`src/hw/rtl/tpcd_pkg.sv`:
```
// ----------------------------------------------------------------------------
// tpcd_pkg
// Shared constants and types for the touch pad calibrate/detect block.
// ----------------------------------------------------------------------------
package tpcd_pkg;

  // calibration window length, a power of two
  localparam int CAL_SAMPLES = 64;
  localparam int PAD_COUNT   = 4;

  localparam int SAMPLE_W  = 16;
  localparam int PAD_W     = 2;
  localparam int BMAP_W    = 4;
  localparam int CAL_SHIFT = $clog2(CAL_SAMPLES);
  localparam int CNT_W     = (CAL_SHIFT > 0) ? CAL_SHIFT : 1;
  localparam int SUM_W     = SAMPLE_W + CAL_SHIFT;
  localparam int PAD_IDX_W = (PAD_COUNT > 1) ? $clog2(PAD_COUNT) : 1;
  localparam int TB_W      = (PAD_COUNT > BMAP_W) ? PAD_COUNT : BMAP_W;

  localparam logic CMD_CAL = 1'b0;
  localparam logic CMD_DET = 1'b1;

  typedef struct packed {
    logic                en;
    logic                command;
    logic [PAD_W-1:0]    pad;
    logic [SAMPLE_W-1:0] sample;
  } tpcd_req_t;

  typedef struct packed {
    logic [SAMPLE_W-1:0] threshold;
    logic                calibration_done;
    logic [BMAP_W-1:0]   button_map;
    logic                touched;
  } tpcd_res_t;

endpackage

```
`src/hw/rtl/tpcd_pad_core.sv`:
```
// ----------------------------------------------------------------------------
// tpcd_pad_core
// Per-pad calibration state, threshold computation and touch detection.
// ----------------------------------------------------------------------------
module tpcd_pad_core
  import tpcd_pkg::*;
(
  input  logic      clk,
  input  logic      rst_n,
  input  tpcd_req_t req,
  output tpcd_res_t res
);

  logic [SUM_W-1:0]    sum_r [PAD_COUNT];
  logic [CNT_W-1:0]    cnt_r [PAD_COUNT];
  logic [SAMPLE_W-1:0] thr_r [PAD_COUNT];
  logic [PAD_COUNT-1:0] touch_r;
  logic [PAD_COUNT-1:0] touch_nxt;

  logic [PAD_IDX_W-1:0] idx;
  logic                 pad_ok;
  logic [CNT_W-1:0]     cur_cnt;
  logic                 first;
  logic                 last;
  logic [SUM_W-1:0]     sum_nxt;
  logic [SAMPLE_W-1:0]  max_base;
  logic [SAMPLE_W-1:0]  max_nxt;
  logic [SAMPLE_W-1:0]  base;
  logic [SAMPLE_W-1:0]  base_c;
  logic [SAMPLE_W:0]    thr_sum;
  logic [SAMPLE_W-1:0]  thr_fin;
  logic [SAMPLE_W-1:0]  thr_cal;
  logic [CNT_W-1:0]     cnt_nxt;
  logic                 hit;
  logic [TB_W-1:0]      touch_ext;
  logic                 cal_wr;
  logic                 det_wr;

  assign idx     = PAD_IDX_W'(req.pad);
  assign pad_ok  = (32'(req.pad) < PAD_COUNT);
  assign cur_cnt = cnt_r[idx];
  assign first   = (cur_cnt == '0);
  assign last    = (cur_cnt == CNT_W'(CAL_SAMPLES - 1));

  // window start clears the running sum and maximum
  assign sum_nxt  = (first ? '0 : sum_r[idx]) + SUM_W'(req.sample);
  assign max_base = first ? '0 : thr_r[idx];
  assign max_nxt  = (req.sample > max_base) ? req.sample : max_base;

  assign base    = SAMPLE_W'(sum_nxt >> CAL_SHIFT);
  assign base_c  = (base > max_nxt) ? max_nxt : base;
  assign thr_sum = {1'b0, max_nxt} + (SAMPLE_W + 1)'((max_nxt - base_c) >> 1);
  assign thr_fin = thr_sum[SAMPLE_W] ? '1 : thr_sum[SAMPLE_W-1:0];
  assign thr_cal = last ? thr_fin : max_nxt;
  assign cnt_nxt = last ? '0 : cur_cnt + CNT_W'(1);

  assign hit = (req.sample > thr_r[idx]);

  assign cal_wr = req.en && pad_ok && (req.command == CMD_CAL);
  assign det_wr = req.en && pad_ok && (req.command == CMD_DET);

  always_comb begin
    touch_nxt = touch_r;
    if (pad_ok && (req.command == CMD_DET)) begin
      touch_nxt[idx] = hit;
    end
  end

  always_ff @(posedge clk) begin
    if (!rst_n) begin
      for (int i = 0; i < PAD_COUNT; i++) begin
        sum_r[i] <= '0;
        cnt_r[i] <= '0;
        thr_r[i] <= '0;
      end
      touch_r <= '0;
    end else begin
      if (cal_wr) begin
        sum_r[idx] <= sum_nxt;
        cnt_r[idx] <= cnt_nxt;
        thr_r[idx] <= thr_cal;
      end
      if (det_wr) begin
        touch_r <= touch_nxt;
      end
    end
  end

  assign touch_ext = TB_W'(touch_nxt);

  always_comb begin
    res                  = '0;
    res.button_map       = touch_ext[BMAP_W-1:0];
    if (pad_ok) begin
      if (req.command == CMD_CAL) begin
        res.calibration_done = last;
        res.threshold        = thr_cal;
      end else begin
        res.touched   = hit;
        res.threshold = thr_r[idx];
      end
    end
  end

endmodule

```
`src/hw/rtl/touch_pad_calibrate_detect.sv`:
```
// ----------------------------------------------------------------------------
// touch_pad_calibrate_detect
// Four-pad capacitive touch calibration and detection, stream interface.
// ----------------------------------------------------------------------------
// Takes one item per clock while in_tready is high and returns one result
// item per input item via an input register, then a result register.
// Throughput is one item per cycle with out_tready held high; all per-pad state
// updates in the same cycle the item leaves the input register, so consecutive
// items for the same pad see each other's effects with no bubbles. A calibration
// window is 64 samples per pad; thresholds are zero after reset.
module touch_pad_calibrate_detect
  import tpcd_pkg::*;
(
  input  logic        clk,
  input  logic        rst_n,
  input  logic        in_tvalid,
  output logic        in_tready,
  input  logic [15:0] in_tdata,   // [15:0] sample
  input  logic [2:0]  in_tuser,   // [0] command, [2:1] pad
  output logic        out_tvalid,
  input  logic        out_tready,
  output logic [23:0] out_tdata   // [0] touched, [4:1] button_map,
                                  // [5] calibration_done, [21:6] threshold
);

  logic                s1_valid_r;
  logic                s1_cmd_r;
  logic [PAD_W-1:0]    s1_pad_r;
  logic [SAMPLE_W-1:0] s1_sample_r;
  logic                out_valid_r;
  tpcd_res_t           out_res_r;
  logic                adv;
  tpcd_req_t           req;
  tpcd_res_t           res;

  assign adv       = !out_valid_r || out_tready;
  assign in_tready = !s1_valid_r || adv;

  always_ff @(posedge clk) begin
    if (!rst_n) begin
      s1_valid_r <= 1'b0;
    end else if (in_tready) begin
      s1_valid_r <= in_tvalid;
    end
  end

  always_ff @(posedge clk) begin
    if (in_tready && in_tvalid) begin
      s1_cmd_r    <= in_tuser[0];
      s1_pad_r    <= in_tuser[2:1];
      s1_sample_r <= in_tdata[SAMPLE_W-1:0];
    end
  end

  assign req.en      = s1_valid_r && adv;
  assign req.command = s1_cmd_r;
  assign req.pad     = s1_pad_r;
  assign req.sample  = s1_sample_r;

  tpcd_pad_core u_core (
    .clk   (clk),
    .rst_n (rst_n),
    .req   (req),
    .res   (res)
  );

  always_ff @(posedge clk) begin
    if (!rst_n) begin
      out_valid_r <= 1'b0;
    end else if (adv) begin
      out_valid_r <= s1_valid_r;
    end
  end

  always_ff @(posedge clk) begin
    if (req.en) begin
      out_res_r <= res;
    end
  end

  assign out_tvalid = out_valid_r;
  assign out_tdata  = {2'b00, out_res_r.threshold, out_res_r.calibration_done,
                       out_res_r.button_map, out_res_r.touched};

endmodule
```
`config.mk`:
```
export PLATFORM = sky130hd
export DESIGN_NAME = touch_pad_calibrate_detect
export DESIGN_NICKNAME = d
export VERILOG_FILES = /design/src/hw/rtl/tpcd_pkg.sv /design/src/hw/rtl/tpcd_pad_core.sv /design/src/hw/rtl/touch_pad_calibrate_detect.sv
export SDC_FILE = /design/constraint.sdc
export NUM_CORES = 1
export LEC_CHECK = 0
export ABC_AREA = 1
export BUFFER_PORTS_ARGS = -buffer_cell sky130_fd_sc_hd__buf_4
export CAP_MARGIN = 20
export CORE_ASPECT_RATIO = 1.75
export CORE_MARGIN = 3
export CORE_UTILIZATION = 57
export CTS_CLUSTER_SIZE = 24
export DETAILED_ROUTE_END_ITERATION = 7
export GPL_ROUTABILITY_DRIVEN = 0
export PLACE_DENSITY = 0.77
export SYNTH_ARGS = -nofsm -noshare
export SYNTH_HDL_FRONTEND = slang
export SYNTH_SLANG_ARGS = --single-unit
```
`constraint.sdc`:
```
create_clock -name clk -period 8.9 [get_ports clk]
set_input_delay 0.89 -clock clk [delete_from_list [all_inputs] [get_ports clk]]
set_output_delay 0.89 -clock clk [all_outputs]
set_load 0.01 [all_outputs]
```
### Word level (Yosys, flattened, before mapping)

Memories as Yosys holds them, arrays and structs flattened. A register that Yosys moved wholly into a read port is not among the register bits.
Cells that the tools add are included.

* input bits: 23
* word-level logic and storage cells: 65
* output and inout port bits: 26
* memories kept: 3
* memory bits (writable): 176
* register bits: 47

* order comparisons: 5
* bitwise operators: 1
* reduce and logical (&&, ||, !) cells: 13
* multiplexer cells: 28
* eq/ne operators: 1
* add/subtract/negate cells: 4

Memories
* u_core.sum_r: words 4, bits a word 22, read ports 1, clocked after Yosys merged registers in 1, write ports 4, RTL line tpcd_pad_core.sv:14 `logic [SUM_W-1:0] sum_r [PAD_COUNT];`
* u_core.thr_r: words 4, bits a word 16, read ports 1, clocked after Yosys merged registers in 1, write ports 4, RTL line tpcd_pad_core.sv:16 `logic [SAMPLE_W-1:0] thr_r [PAD_COUNT];`
* u_core.cnt_r: words 4, bits a word 6, read ports 1, clocked after Yosys merged registers in 1, write ports 4, RTL line tpcd_pad_core.sv:15 `logic [CNT_W-1:0] cnt_r [PAD_COUNT];`

Operators with widths (number)
* two-way mux 16 bit: 7
* greater-than comparator 16 bit: 3
* two-way mux 22 bit: 2
* adder 22 x 16 -> 22 bit: 1
* OR reduction 22 bit: 1
* adder 16 x 16 -> 17 bit: 1
* subtractor 16 x 16 -> 17 bit: 1
* OR reduction 16 bit: 1
* two-way mux 2 bit: 6
* two-way mux 6 bit: 2
* two-way mux 1 bit: 8
* adder 6 x 1 -> 6 bit, second input constant: 1
* equality test 6 bit, second input constant: 1
* logical NOT 6 bit: 1
* OR reduction 6 bit: 1
* logical AND 1 bit: 5
* bitwise mux 4 bit: 1
* two-way mux 4 bit: 1
* less-than comparator 2 x 3 -> 1 bit, second input constant: 1
* demux 1 bit (select 2 bit): 1
* >= comparator 2 x 1 -> 1 bit, second input constant: 1
* logical NOT 1 bit: 2
* logical OR 1 bit: 2
* NOT 1 bit: 1

### Longest topological paths before layout

* depth in word-level cells: 11
* depth in mapped cells: 68
* depth with buffers taken out: 61

### By module

From an unflattened synthesis, not the netlist that was laid out.

* cell total of the unflattened synthesis: 1448
* area total of the unflattened synthesis: 13141.4 um2

Modules (own cells, without submodules)
* tpcd_pad_core: times used 1, cells each 1391, sequential area each 5365.1 um2, area an instance 11796.3 um2
* touch_pad_calibrate_detect: times used 1, cells each 57, sequential area each 1271.2 um2, area an instance 1345.0 um2

### Worst setup path after synthesis

No wires, ideal clock.

* path type: register -> register
* from: register (tool-made name)
* to: memory u_core.thr_r[3][8], data pin
* buffers on the path: 7
* arrival time: 8904 ps
* slack: -266 ps
* clock period less this slack: 9166 ps
* cell stages (with the launch flop): 66
* path through: dfxtp_1 > buf_6 > buf_6 > clkbuf_1 > nand2_1 > a32oi_1 > inv_1 > ha_1 > nand3_2 > nor2_4 > buf_1 > buf_1 > a21oi_1 > ha_1 > nand3_1 > nand2_1 > nand2_1 > o211ai_1 > (+30 left out) > a21oi_1 > o21bai_1 > a21oi_1 > o21bai_1 > nand3_1 > nand2_1 > xor2_1 > ha_1 > a21o_1 > a21oi_1 > nor2_1 > a211oi_1 > nand2_2 > nor2_4 > buf_12 > nand2_4 > nand2_2 > nor2_2

RTL lines (RTL line)
* end: declaration: tpcd_pad_core.sv:16

==> metrics.yaml <==
synth.avg_cell_area_um2: 8.76
fin_util_pct: 70.4
overflow: 0
num_vias: 12000
post-route-period-util_pct: 99.4
power_switching_w: 0.00243
max_cap_violations: 0
grt_usage_pct: 30.8
netlist_instances: 1551
finalSetupViolCount: 0
timing.critical_path.mode_cell: "buf_4"
tightest_slew_ns: 1.11
postSynth.asyncResetShare_pct: 0
antenna_found_initial: 0
drt-total-wl_um: 40900
yosys-top-cells-count: "nor2_1 (310), nand2_1 (262), edfxtp_1 (217)"
top_layer: "met4"
seq_power_share_pct: 22.6
hp-class: "reg -> reg"
drt_iter0_markers: 1360
worst_path_max_delay_cell: "dfxtp_4"
chipHeight_um: 210
nNetsFinal: 1837
ioPinCount: 49
cts_buffer_depth: 3
cts.clk_slew.worst_paths_ns: 0.07
critPathLaunchType: "register"
hold_start: "s1_valid_r"
cts_tree: "done"
row_count: 74
switching_share_pct: 44.0
whs_ns: 0.510
power.total_w: 0.00552
yosysTopAreaCellShare_pct: 48.0
route.detailed.wl_per_inst_um: 20.1
remaining_drc_errors: 0
routed_via_density: 5.90
fmax_mhz: 113
synthDistinctLibCells: 53
first_pass_iters: 7
netlist_area_um2: 13600
internal_power_w: 0.00309
cts_sinks: 225
peakVddDrop_v: 0.000645
fill_cells: 1720
h-tree-depth: 1
critPathRequiredTime_ns: 9.12
rsz0062_at_grt: "yes"
max_stage_delay_ns: 0.39
numPortBuffers: 46
grt_pass1_vias: 11900
grt_pass1_wl_um: 61000
ys_ff_latch: 225
multi_input_area_um2: 6590
root_buffer: "clkbuf_16"
cts_buffers: 20
syn_to_final_growth_pct: 21.3
die_area_um2: 25800
max_slew_margin_pct: 26.2
cts_hold_buffers: 0
synth-main-ff-cell: "edfxtp_1"
leakage_nw: 7.19
grt_max_degree: 59
clkLatencyLatePin_ns: 0.52
dr_wl_met3_um: 2970
n_antenna_cell: 0
layout-drive-gt1-share_pct: 22.1
hold_viol: 0
initial_core_util_pct: 58.0
power-per-cell-area_nw_per_um2: 335
slew_viol_final: 0
ant_nets: 0
synth-edff-count: 217
skew_ns: 0.0161
synth_most_common_cell: "nor2_1"
synth_warnings: 0
fp.dieW_um: 123
path_max_fanout: 9
synth_area_leaders: "edfxtp_1 (48%), ha_1 (8.6%), nor2_1 (8.6%), nand2_1 (7.2%), inv_1 (3.8%)"
fin_cells: 2036
ys_seq_area_share_pct: 49.2
arrival_ns: 9.06
clock_power_share_pct: 15.6
seq_area_um2: 6680
synth_top_cell_by_area: "edfxtp_1"
cp-end-kind: "register"
dpl.hpwl_um: 27900
ff2ff_setup_slack_ns: 0.05
status: "completed"
core_area_um2: 23400
dp.cells: 1981
period_minus_slack_ns: 8.85
wl_met1_um: 14000
power_frac_comb_pct: 61.8
path_class: "reg -> reg"
met2_length_um: 20500
[state kept, by name, indices dropped and copies added (netlist names), named ones only]
signal and count:
u_core.sum_r 88, u_core.thr_r 64, u_core.cnt_r 24, out_tdata 22, s1_sample_r 16, u_core.touch_r 4
s1_pad_r 2, out_tvalid 1, s1_cmd_r 1, s1_valid_r 1
[routing by layer]
layer  global-route usage (%)  vias up
li1                         -     5563
met1                     35.1     5588
met2                     52.5      668
met3                     3.44      197
met4                     23.0        0
met5                        0        -
[layout by cell type, fill, tap and decap left out, types with 10 or more instances in the layout]
cell type,netlist,final
a21oi_1,93,80
buf_4,3,189
xor2_1,28,26
or2_2,10,10
o21ai_1,10,10
a21oi_2,0,12
nor2_2,6,11
nand2_4,6,17
o21ai_0,100,90
nand3_1,90,81
nand4_1,13,13
nand2_2,25,39
ha_1,93,88
edfxtp_1,217,217
inv_1,136,133
nand2_1,262,237
nor2_1,310,302
clkbuf_16,0,21
[kinds of logic (layout without fill, tap and decap cells)]
group,count (synthesis),after routing,share of synthesized area [%]
compound gates,245,245,9.88
xor+xnor,40,40,2.58
fa+ha+maj,96,96,9.01
buf+inv,201,381,6.04
flops,225,225,49.2
other cells,1,2,0.0276
simple gates,743,743,23.3
[power groups by stage]
stage	combinational, W	clock (W)	sequential [W]
after floorplan	0.00188	0	0.00126
after global placement	0.00306	0	0.00127
after detailed placement	0.00310	0	0.00127
after CTS	0.00313	0.000864	0.00125
after global routing	0.00375	0.000897	0.00125
final	0.00341	0.000862	0.00125
[area by class of cell]
| class | count | share of cell area [%] |
|---|---|---|
| Sequential cell | 225 | 40.5 |
| Inverter | 141 | 3.24 |
| Clock buffer | 21 | 3.06 |
| Tap cell | 304 | 2.31 |
| Timing Repair Buffer | 204 | 10.1 |
| Clock inverter | 15 | 0.843 |
| Multi-Input combinational cell | 1126 | 40.0 |
[worst max-delay path: cells and delay by family (launching register included)]
kind,cells,cell delay (ns)
fa+ha+maj,5,1.45
compound gates,15,2.64
flops,1,0.39
buf+inv,14,1.79
simple gates,21,2.10
xor+xnor,1,0.16
[metrics by stage]
step	instance area, um2	setup TNS (ns)	setup slack, ns
finish	16500	0	0.0544
global route	16500	-29.79	-0.461
CTS	15800	0	0.0164
detailed placement	15100	-7.71	-0.160
global placement	15100	0	0.0445
floorplan	13600	0	0.0205
[path summary, 6_finish.rpt]
path	cells after the start	end
worst max-delay path	56	out_tdata[9]
worst min register to register	2	out_tvalid
worst max register to register	56	out_tdata[9]
worst min-delay path	2	out_tvalid
[what timing repair did]
action,4_1_cts,5_1_grt
setup buffers,0,18
endpoints found under the setup margin,80,80
gates resized for setup,6,121
pin swaps,1,31
gates cloned,0,1
Note: power is estimated with default switching activity, not from simulation.
